==> src/rtl/b2da_pkg.sv <==
// Shared types and constants of the binary to decimal ASCII converter.
// Used by the controller, the datapath and the top level; no dependencies.
`default_nettype none

package b2da_pkg;

   localparam int ValueWidth       = 32;
   localparam int CountWidth       = 4;
   localparam int DigitWidth       = 6;
   localparam int BcdWidth         = 4;
   localparam int DefaultMaxDigits = 10;
   localparam int ReqDataWidth     = 40;   // 36 payload bits padded to whole bytes
   localparam int RspDataWidth     = 8;
   localparam int ShiftCntWidth    = 5;

   localparam logic [ShiftCntWidth-1:0] LastShift  = 5'(ValueWidth - 1);
   localparam logic [DigitWidth-1:0]    AsciiZero  = 6'd48;
   localparam logic [BcdWidth-1:0]      BcdAddLim  = 4'd5;
   localparam logic [BcdWidth-1:0]      BcdAddCorr = 4'd3;

   // controller -> datapath
   typedef struct packed {
      logic load;    // capture a new value and count
      logic shift;   // one shift-add-3 step
      logic pop;     // current digit has been taken
   } cmd_type;

   // datapath -> controller
   typedef struct packed {
      logic in_zero; // incoming transaction asks for no digits
      logic last;    // digit on the output is the final one
   } status_type;

endpackage

`default_nettype wire

==> src/rtl/b2da_ctrl.sv <==
// Controller of the converter: idle / convert / emit sequencing.
// Depends on b2da_pkg for command and status types.
`default_nettype none

module b2da_ctrl (
   input  wire logic                 clock,
   input  wire logic                 reset,
   input  wire logic                 req_tvalid,
   output logic                      req_tready,
   output logic                      rsp_tvalid,
   input  wire logic                 rsp_tready,
   input  wire b2da_pkg::status_type status,
   output b2da_pkg::cmd_type         cmd
);

   localparam logic [1:0] StIdle = 2'd0;
   localparam logic [1:0] StConv = 2'd1;
   localparam logic [1:0] StEmit = 2'd2;

   logic [1:0]                         state_ff, state_in;
   logic [b2da_pkg::ShiftCntWidth-1:0] shift_cnt_ff, shift_cnt_in;

   assign req_tready = (state_ff == StIdle);
   assign rsp_tvalid = (state_ff == StEmit);

   always_comb begin
      state_in     = state_ff;
      shift_cnt_in = shift_cnt_ff;
      cmd          = '0;
      unique case (state_ff)
         StIdle: begin
            shift_cnt_in = '0;
            if (req_tvalid) begin
               cmd.load = 1'b1;
               if (!status.in_zero) begin
                  state_in = StConv;
               end
            end
         end
         StConv: begin
            cmd.shift    = 1'b1;
            shift_cnt_in = shift_cnt_ff + 1'b1;
            if (shift_cnt_ff == b2da_pkg::LastShift) begin
               state_in = StEmit;
            end
         end
         StEmit: begin
            if (rsp_tready) begin
               cmd.pop = 1'b1;
               if (status.last) begin
                  state_in = StIdle;
               end
            end
         end
         default: begin
            state_in = StIdle;
         end
      endcase
   end

   always_ff @(posedge clock) begin
      if (reset) begin
         state_ff     <= StIdle;
         shift_cnt_ff <= '0;
      end else begin
         state_ff     <= state_in;
         shift_cnt_ff <= shift_cnt_in;
      end
   end

endmodule

`default_nettype wire

==> src/rtl/b2da_dpath.sv <==
// Datapath of the converter: double-dabble shift register, digit counter
// and output digit select. Depends on b2da_pkg.
`default_nettype none

module b2da_dpath #(
   parameter int MAX_DIGITS = b2da_pkg::DefaultMaxDigits
) (
   input  wire logic                              clock,
   input  wire logic [b2da_pkg::ReqDataWidth-1:0] req_tdata,
   input  wire b2da_pkg::cmd_type                 cmd,
   output b2da_pkg::status_type                   status,
   output logic      [b2da_pkg::RspDataWidth-1:0] rsp_tdata,
   output logic                                   rsp_tlast
);

   localparam logic [b2da_pkg::CountWidth-1:0] MaxCount = b2da_pkg::CountWidth'(MAX_DIGITS);

   logic [b2da_pkg::ValueWidth-1:0]                 bin_ff, bin_in;
   logic [MAX_DIGITS-1:0][b2da_pkg::BcdWidth-1:0]   bcd_ff, bcd_in;
   logic [MAX_DIGITS-1:0][b2da_pkg::BcdWidth-1:0]   bcd_adj;
   logic [MAX_DIGITS*b2da_pkg::BcdWidth-1:0]        adj_flat;
   logic [b2da_pkg::CountWidth-1:0]                 remain_ff, remain_in;
   logic [b2da_pkg::ValueWidth-1:0]                 in_value;
   logic [b2da_pkg::CountWidth-1:0]                 in_count, in_clamped, sel;
   logic [b2da_pkg::BcdWidth-1:0]                   digit;

   assign in_value   = req_tdata[b2da_pkg::ValueWidth-1:0];
   assign in_count   = req_tdata[b2da_pkg::ValueWidth +: b2da_pkg::CountWidth];
   assign in_clamped = (in_count > MaxCount) ? MaxCount : in_count;

   // add 3 to every digit of 5 or more before the doubling shift
   always_comb begin
      for (int d = 0; d < MAX_DIGITS; d++) begin
         bcd_adj[d] = (bcd_ff[d] >= b2da_pkg::BcdAddLim) ?
                      bcd_ff[d] + b2da_pkg::BcdAddCorr : bcd_ff[d];
      end
   end

   assign adj_flat = bcd_adj;

   always_comb begin
      bin_in    = bin_ff;
      bcd_in    = bcd_ff;
      remain_in = remain_ff;
      if (cmd.load) begin
         bin_in    = in_value;
         bcd_in    = '0;
         remain_in = in_clamped;
      end else if (cmd.shift) begin
         // top digit's carry bit falls off: keeps the value modulo 10^MAX_DIGITS
         bcd_in = {adj_flat[MAX_DIGITS*b2da_pkg::BcdWidth-2:0],
                   bin_ff[b2da_pkg::ValueWidth-1]};
         bin_in = {bin_ff[b2da_pkg::ValueWidth-2:0], 1'b0};
      end else if (cmd.pop) begin
         remain_in = remain_ff - 1'b1;
      end
   end

   always_ff @(posedge clock) begin
      bin_ff    <= bin_in;
      bcd_ff    <= bcd_in;
      remain_ff <= remain_in;
   end

   // most significant remaining digit goes out first
   assign sel = remain_ff - 1'b1;

   always_comb begin
      digit = '0;
      for (int d = 0; d < MAX_DIGITS; d++) begin
         if (sel == b2da_pkg::CountWidth'(d)) begin
            digit = bcd_ff[d];
         end
      end
   end

   assign rsp_tdata = b2da_pkg::RspDataWidth'(
                         b2da_pkg::DigitWidth'(digit) + b2da_pkg::AsciiZero);
   assign rsp_tlast = (remain_ff == b2da_pkg::CountWidth'(1));

   assign status.in_zero = (in_count == '0);
   assign status.last    = rsp_tlast;

endmodule

`default_nettype wire

==> src/rtl/binary_to_decimal_ascii.sv <==
// Binary to decimal ASCII converter: 32-bit value in, N ASCII digits out.
// Sequence: a request is accepted, the double-dabble shift steps run over
// every bit of the value, then one digit goes out per cycle while rsp_tready
// is high (N = clamped digit count). Transactions are handled one at a
// time; a count of zero is accepted and gives no output.
// Reset: synchronous, active high; clears the controller only.
`default_nettype none

module binary_to_decimal_ascii #(
   parameter int MAX_DIGITS = b2da_pkg::DefaultMaxDigits
) (
   input  wire logic                              clock,
   input  wire logic                              reset,
   input  wire logic                              req_tvalid,
   output logic                                   req_tready,
   // [31:0] value, [35:32] digit_count, [39:36] zero
   input  wire logic [b2da_pkg::ReqDataWidth-1:0] req_tdata,
   output logic                                   rsp_tvalid,
   input  wire logic                              rsp_tready,
   // [5:0] ascii_digit, [7:6] zero
   output logic      [b2da_pkg::RspDataWidth-1:0] rsp_tdata,
   output logic                                   rsp_tlast
);

   b2da_pkg::cmd_type    cmd;
   b2da_pkg::status_type status;

   b2da_ctrl u_ctrl (
      .clock      (clock),
      .reset      (reset),
      .req_tvalid (req_tvalid),
      .req_tready (req_tready),
      .rsp_tvalid (rsp_tvalid),
      .rsp_tready (rsp_tready),
      .status     (status),
      .cmd        (cmd)
   );

   b2da_dpath #(
      .MAX_DIGITS (MAX_DIGITS)
   ) u_dpath (
      .clock     (clock),
      .req_tdata (req_tdata),
      .cmd       (cmd),
      .status    (status),
      .rsp_tdata (rsp_tdata),
      .rsp_tlast (rsp_tlast)
   );

   // input and output sides never active together
   a_no_overlap: assert property (@(posedge clock) disable iff (reset)
      !(req_tready && rsp_tvalid))
      else $error("input ready while output valid");

   // a nonzero-count transaction starts a conversion
   a_busy_after_load: assert property (@(posedge clock) disable iff (reset)
      (req_tvalid && req_tready &&
       req_tdata[b2da_pkg::ValueWidth +: b2da_pkg::CountWidth] != '0)
      |=> !req_tready)
      else $error("converter did not start");

   // the final digit ends the run
   a_last_ends: assert property (@(posedge clock) disable iff (reset)
      (rsp_tvalid && rsp_tready && rsp_tlast) |=> (!rsp_tvalid && req_tready))
      else $error("output continued after last digit");

   // every emitted character is a decimal digit
   a_digit_range: assert property (@(posedge clock) disable iff (reset)
      rsp_tvalid |-> (rsp_tdata >= b2da_pkg::RspDataWidth'(48) &&
                      rsp_tdata <= b2da_pkg::RspDataWidth'(57)))
      else $error("non-decimal character emitted");

endmodule

`default_nettype wire
==> config.mk <==
export PLATFORM = sky130hd
export DESIGN_NAME = binary_to_decimal_ascii
export DESIGN_NICKNAME = d
export VERILOG_FILES = /design/src/rtl/b2da_pkg.sv /design/src/rtl/b2da_ctrl.sv /design/src/rtl/b2da_dpath.sv /design/src/rtl/binary_to_decimal_ascii.sv
export SDC_FILE = /design/constraint.sdc
export NUM_CORES = 1
export LEC_CHECK = 0
export BUFFER_PORTS_ARGS = -buffer_cell sky130_fd_sc_hd__buf_4
export CAP_MARGIN = 30
export CELL_PAD_IN_SITES_DETAIL_PLACEMENT = 1
export CELL_PAD_IN_SITES_GLOBAL_PLACEMENT = 1
export CORE_ASPECT_RATIO = 1.2
export CORE_MARGIN = 2
export CORE_UTILIZATION = 49
export CTS_CLUSTER_DIAMETER = 30
export DETAILED_ROUTE_END_ITERATION = 7
export PLACE_DENSITY_LB_ADDON = 0.12
export SETUP_SLACK_MARGIN = 0.3
export SLEW_MARGIN = 0
export SYNTH_ARGS = -nofsm -noshare
export SYNTH_HDL_FRONTEND = slang
export SYNTH_SLANG_ARGS = --single-unit
==> constraint.sdc <==
create_clock -name clock -period 3.6 [get_ports clock]
set_input_delay 0.18 -clock clock [delete_from_list [all_inputs] [get_ports clock]]
set_output_delay 0.18 -clock clock [all_outputs]
set_load 0.005 [all_outputs]
* Word-level counts from Yosys, hierarchy flattened *
Cells that the tools add are included.

storage, ports and cells
  register bits = 83
  input bits = 44
  logic and storage cells = 103

cells by class
  add/subtract/negate cells = 13
  magnitude comparators = 11
  equality and inequality tests = 19
  muxes and demuxes = 38
  reductions and logical operators = 8

operator list
  kind                 count
  $mux 4               23
  $mux 32              2
  $ge 4x3->1 const B   10
  $add 4x2->4 const B  9
  $eq 4x3->1 const B   4
  $mux 2               5
  $pmux 5 s2           1
  $eq 4x1->1 const B   2
  $eq 4x2->1 const B   2
  $eq 4x4->1 const B   2
  $logic_not 4->1      2
  $ne 2x1->1 const B   4
  $add 4x6->7 const B  1
  $pmux 2 s3           1
  $reduce_bool 2->1    3
  $add 5x1->5 const B  1
  $eq 5x5->1 const B   1
  $mux 1               5
  $reduce_and 5->1     1
  $gt 4x4->1 const B   1
  $ne 2x2->1 const B   2
  $sub 4x1->4 const B  1
  $add 3x2->3 const B  1
  $mux 3               1
  4 further kinds      4

* Logic depth before layout (Yosys ltp) *
  word-level depth = 13
  gate-level depth with buffers = 9

* Cells and area by module *
From an unflattened synthesis, not the netlist that was laid out.

unflattened totals
  cell total of the unflattened synthesis = 515
  area total of the unflattened synthesis = 4,862.2 µm²

by module, submodules not included
  module      instances  cells an instance  area each (µm²)
  b2da_dpath  1          476                4,513.1
  b2da_ctrl   1          39                 349.1

* Worst setup path after synthesis *
No wires, ideal clock.

  path type = register -> register
  from = register u_ctrl.state_ff[0]
  to = register u_dpath.bin_ff[0] (netlist bit), enable pin
  library setup time = 0.394 ns
  arrival = 1.818 ns
  setup slack = 1.387 ns
  stages on the path, launching flop included = 6
  path buffers = 2
  clock period less this slack = 2.213 ns
  cells stage by stage = dfxtp_1 -> nor2_1 -> and2_1 -> buf_6 -> buf_2 -> nand2b_1

on the way
  word-level cells in the longest chain between the ends = 3
  elaborated cells on any way between the ends = 5
  those cells by class = eq/ne (1); mux (2); reduce/logical (2)

ends and longest elaborated chain
  item                                RTL line                       text
  start, declared                     b2da_ctrl.sv:20                logic [1:0] state_ff, state_in;
  start signal, assigned              b2da_ctrl.sv:63                state_ff <= StIdle;
  start signal, assigned              b2da_ctrl.sv:66                state_ff <= state_in;
  $logic_not 2->1                     -
  net req_tready                      binary_to_decimal_ascii.sv:15  output logic req_tready,
  $mux 1                              b2da_ctrl.sv:30                unique case (state_ff)
  $reduce_bool 2->1 (no source line)  -
  end signal, assigned                b2da_dpath.sv:60               bin_ff <= bin_in;
  end, declared                       b2da_dpath.sv:18               logic [b2da_pkg::ValueWidth-1:0] bin_ff, bin_in;

The timed path passes the listed nets, and every way through them passes these cells.
A chain may end at the register's enable or synchronous reset.

* Final worst setup path *
  from = register u_dpath.remain_ff[0] (netlist bit)
  to = output rsp_tdata[1] (netlist bit)

on the way
  word-level cells in the longest chain between the ends = 13
  elaborated cells on any way between the ends = 22
  those cells by class = add/sub (2); eq/ne (9); mux (10); reduce/logical (1)

ends and longest elaborated chain
  item                    RTL line                       text
  start, declared         b2da_dpath.sv:22               logic [b2da_pkg::CountWidth-1:0] remain_ff, remain_in;
  start signal, assigned  b2da_dpath.sv:62               remain_ff <= remain_in;
  $sub 4x1->4 (*)         b2da_dpath.sv:66               assign sel = remain_ff - 1'b1;
  $logic_not 4->1         b2da_dpath.sv:71               if (sel == b2da_pkg::CountWidth'(d)) begin
  $mux 4 (9 in series)    b2da_dpath.sv:71
  $mux 4 (*)              b2da_dpath.sv:71
  $add 4x6->7 (*)         b2da_dpath.sv:78               b2da_pkg::DigitWidth'(digit) + b2da_pkg::AsciiZero);
  end, declared           binary_to_decimal_ascii.sv:21  output logic [b2da_pkg::RspDataWidth-1:0] rsp_tdata,

Every way passes the cells marked *; elsewhere a longest branch is shown, timed or not.

==> results.json <==
{
  "ys.flop_type": "dfxtp_1",
  "ys_seq_elements": 83,
  "synth_top_cell_by_area": "edfxtp_1",
  "dp_hpwl_um": 7998,
  "drv_cap": 0,
  "synth_xor_area_share_pct": 4.005,
  "port_buffers": 46,
  "post-cts-setup-buffer-count": 0,
  "hold_path_depth": 2,
  "cp-end-kind": "output pin",
  "htree_levels": 3,
  "reg2reg_depth": 4,
  "hp-class": "primary input to flip-flop",
  "clk_pin_slew_worst_paths_ps": 60,
  "synth_top_area_share_pct": 22.62,
  "clkSinkCount": 83,
  "start_util_pct": 50.23,
  "r2r-start": "u_ctrl.state_ff[1]",
  "startpoint": "u_dpath.remain_ff[0]",
  "rsz0062_at_grt": "false",
  "grt_pass1_vias": 3954,
  "num-nets-final": 607,
  "synth-compound-area-share_pct": 17.64,
  "final_common_cell": "buf_4",
  "synth_edf_count": 36,
  "ctsHoldBuffers": 0,
  "cts_resized": 0,
  "synthTopCellsByArea": "edfxtp_1 (23%), dfxtp_1 (20%), ha_1 (7.1%), mux2_2 (6.1%), a21oi_1 (5.0%)",
  "worstSetupStartpointType": "flip-flop",
  "drc_errors": 0,
  "worstSkewPairLatency_ps": 340,
  "rows": 39,
  "dr.pass1.iters": 4,
  "drv_slew": 0,
  "avgRoutedWirePerCell_um": 16.75,
  "root_buffer": "clkbuf_16",
  "areaGrowthSynthToFinish_pct": 12.85,
  "die_x_um": 94.16,
  "drtIter0Drc": 142,
  "post-route-period-util_pct": 80.60,
  "gp_congestion": 0.8045,
  "fillers": 1110,
  "synthAdderAreaFrac_pct": 7.068,
  "muxShareOfSynthArea_pct": 7.984,
  "syn_inst": 503,
  "vias": 3759,
  "grt_overflow_total": 0,
  "synth_cell_types": 58,
  "antenna_found_initial": 0,
  "power_density_nw_per_um2": 428.8,
  "dp.cells": 648,
  "pin_count": 55,
  "maxSlewHeadroom_pct": 37.18,
  "worstMarginPinSlew_ps": 940.4,
  "dieArea_sq_um": 10560,
  "vdd_drop_max_mv": 0.2241,
  "min_from": "reset",
  "track_usage_pct": 22.25,
  "fin_cells": 664,
  "core-area_sq_um": 9515,
  "yosys_warnings": 0,
  "grt_max_degree": 41,
  "cts_tree": "built",
  "synth-async-reset-ratio_pct": 0,
  "synthesis.area_sq_um": 4780,
  "required_ps": 3420,
  "max_freq_mhz": 344.6,
  "crit_fanout": 26,
  "min_period_ps": 2902,
  "fin_util_pct": 56.69,
  "setup_viol": 0,
  "yosysSeqAreaShare_pct": 42.30,
  "final_layout_size_suffix_gt1_share_pct": 19.96,
  "numCtsBuffers": 9,
  "cts.path.max_buffers": 2,
  "antenna_cells": 0,
  "dieHeight_um": 112.2,
  "yosys.area_share.simple_pct": 14.63,
  "tns_ps": 0,
  "syn_area_per_cell_sq_um": 9.502,
  "status": "completed",
  "ant_nets": 0,
  "grt_pass1_wl_um": 18950,
  "worst-setup-path-type": "flip-flop to output pin",
  "cp_data_arrival_time_ps": 2720,
  "layout_common_cells": "buf_4 (51), a21oi_1 (48), dfxtp_1 (47)",
  "drt_wl_total_um": 11120,
  "hold_violations": 0,
  "cellLeakagePower_nw": 2.026,
  "via_per_inst": 5.661,
  "synth_top_family_by_area": "compound AO/OA/AOI/OAI gates",
  "clock-skew-final_ps": 5.887
}
==> flip-flops by register name, summed over array words and instances (netlist names) <==
signal	flops
u_dpath.bin_ff	32
u_ctrl.shift_cnt_ff	5
u_dpath.bcd_ff	40
u_ctrl.state_ff	2
u_dpath.remain_ff	4
==> per-layer routing <==
metal  track usage [%]  wire length (um)  part of all wire (%)  vias up
met4             7.923               213                   1.9        0
met5                 0                 0                     0        -
met3             3.960               338                   3.0       15
met1             27.48              4986                    45     1828
li1                  -                 -                     -     1857
met2             38.67              5584                    50       59
==> critical path: stages, from the launching register on <==
cell       delay, ps
edfxtp_1         510
inv_1            150
ha_1             680
nor2_1           100
a2111oi_0        470
o32a_1           230
o22ai_1           80
buf_4            150
==> where the power goes <==
part / internal (mW) / switching [mW] / leakage [nW]
Sequential: 1.06 / 0.0416 / 0.735
Combinational: 0.158 / 0.187 / 1.16
Clock: 0.471 / 0.393 / 0.132
Total: 1.69 / 0.622 / 2.03
==> cell usage after synthesis, types with 2 or more instances <==
cell	number
a21oi_1	48
dfxtp_1	47
nand2_1	45
nor2_1	42
edfxtp_1	36
o21ai_0	30
ha_1	27
mux2_2	26
inv_1	23
o22ai_1	22
nand3_1	20
nand2b_1	13
xnor2_1	11
clkbuf_1	10
o32ai_1	10
xor2_1	9
buf_2	8
mux2_1	7
buf_6	6
a22oi_1	5
buf_4	5
nor2b_1	4
a21o_1	3
and3_1	3
nor2_4	3
nor3b_1	3
and2_1	2
clkbuf_8	2
conb_1	2
nor3_1	2
o31ai_1	2
==> per-stage QoR <==
stage          area [sq um]  total power [mW]  hold slack [ps]  setup WS (ps)
2_1_floorplan          4787             1.367            252.4           1387
4_1_cts                5394             2.339            48.83          672.6
6_report               5394             2.313            55.97          698.3
3_5_place_dp           5117             1.471            409.4           1033
5_1_grt                5394             2.420            54.78          521.6
3_3_place_gp           5117             1.455            407.8           1073
==> worst paths after layout <==
path	end	slack (ps)
worst max register to register	u_dpath.bin_ff[17]	1500
worst min-delay path	u_ctrl.state_ff[0]	60
worst max-delay path	rsp_tdata[1]	700
worst min register to register	u_dpath.bcd_ff[0]	480
==> layout make-up <==
class,count,area [sq um],area share [%]
Multi-Input combinational cell,368,2472,45.84
Clock buffer,9,225.2,4.175
Timing Repair Buffer,51,382.9,7.098
Sequential cell,83,2022,37.49
Tap cell,123,153.9,2.853
Inverter,23,86.33,1.601
Clock inverter,7,51.30,0.9511
==> kinds of logic (layout without fill, tap and decap cells) <==
kind of cell / after synthesis / count (layout)
AND/OR/NAND/NOR: 146 / 146
AO/OA/AOI/OAI: 136 / 136
flip-flops: 83 / 83
buffers and inverters: 54 / 90
multiplexers: 34 / 34
adder cells (fa/ha/maj): 27 / 27
XOR/XNOR: 21 / 21
other: 2 / 4
(Power assumes the default switching activity.)
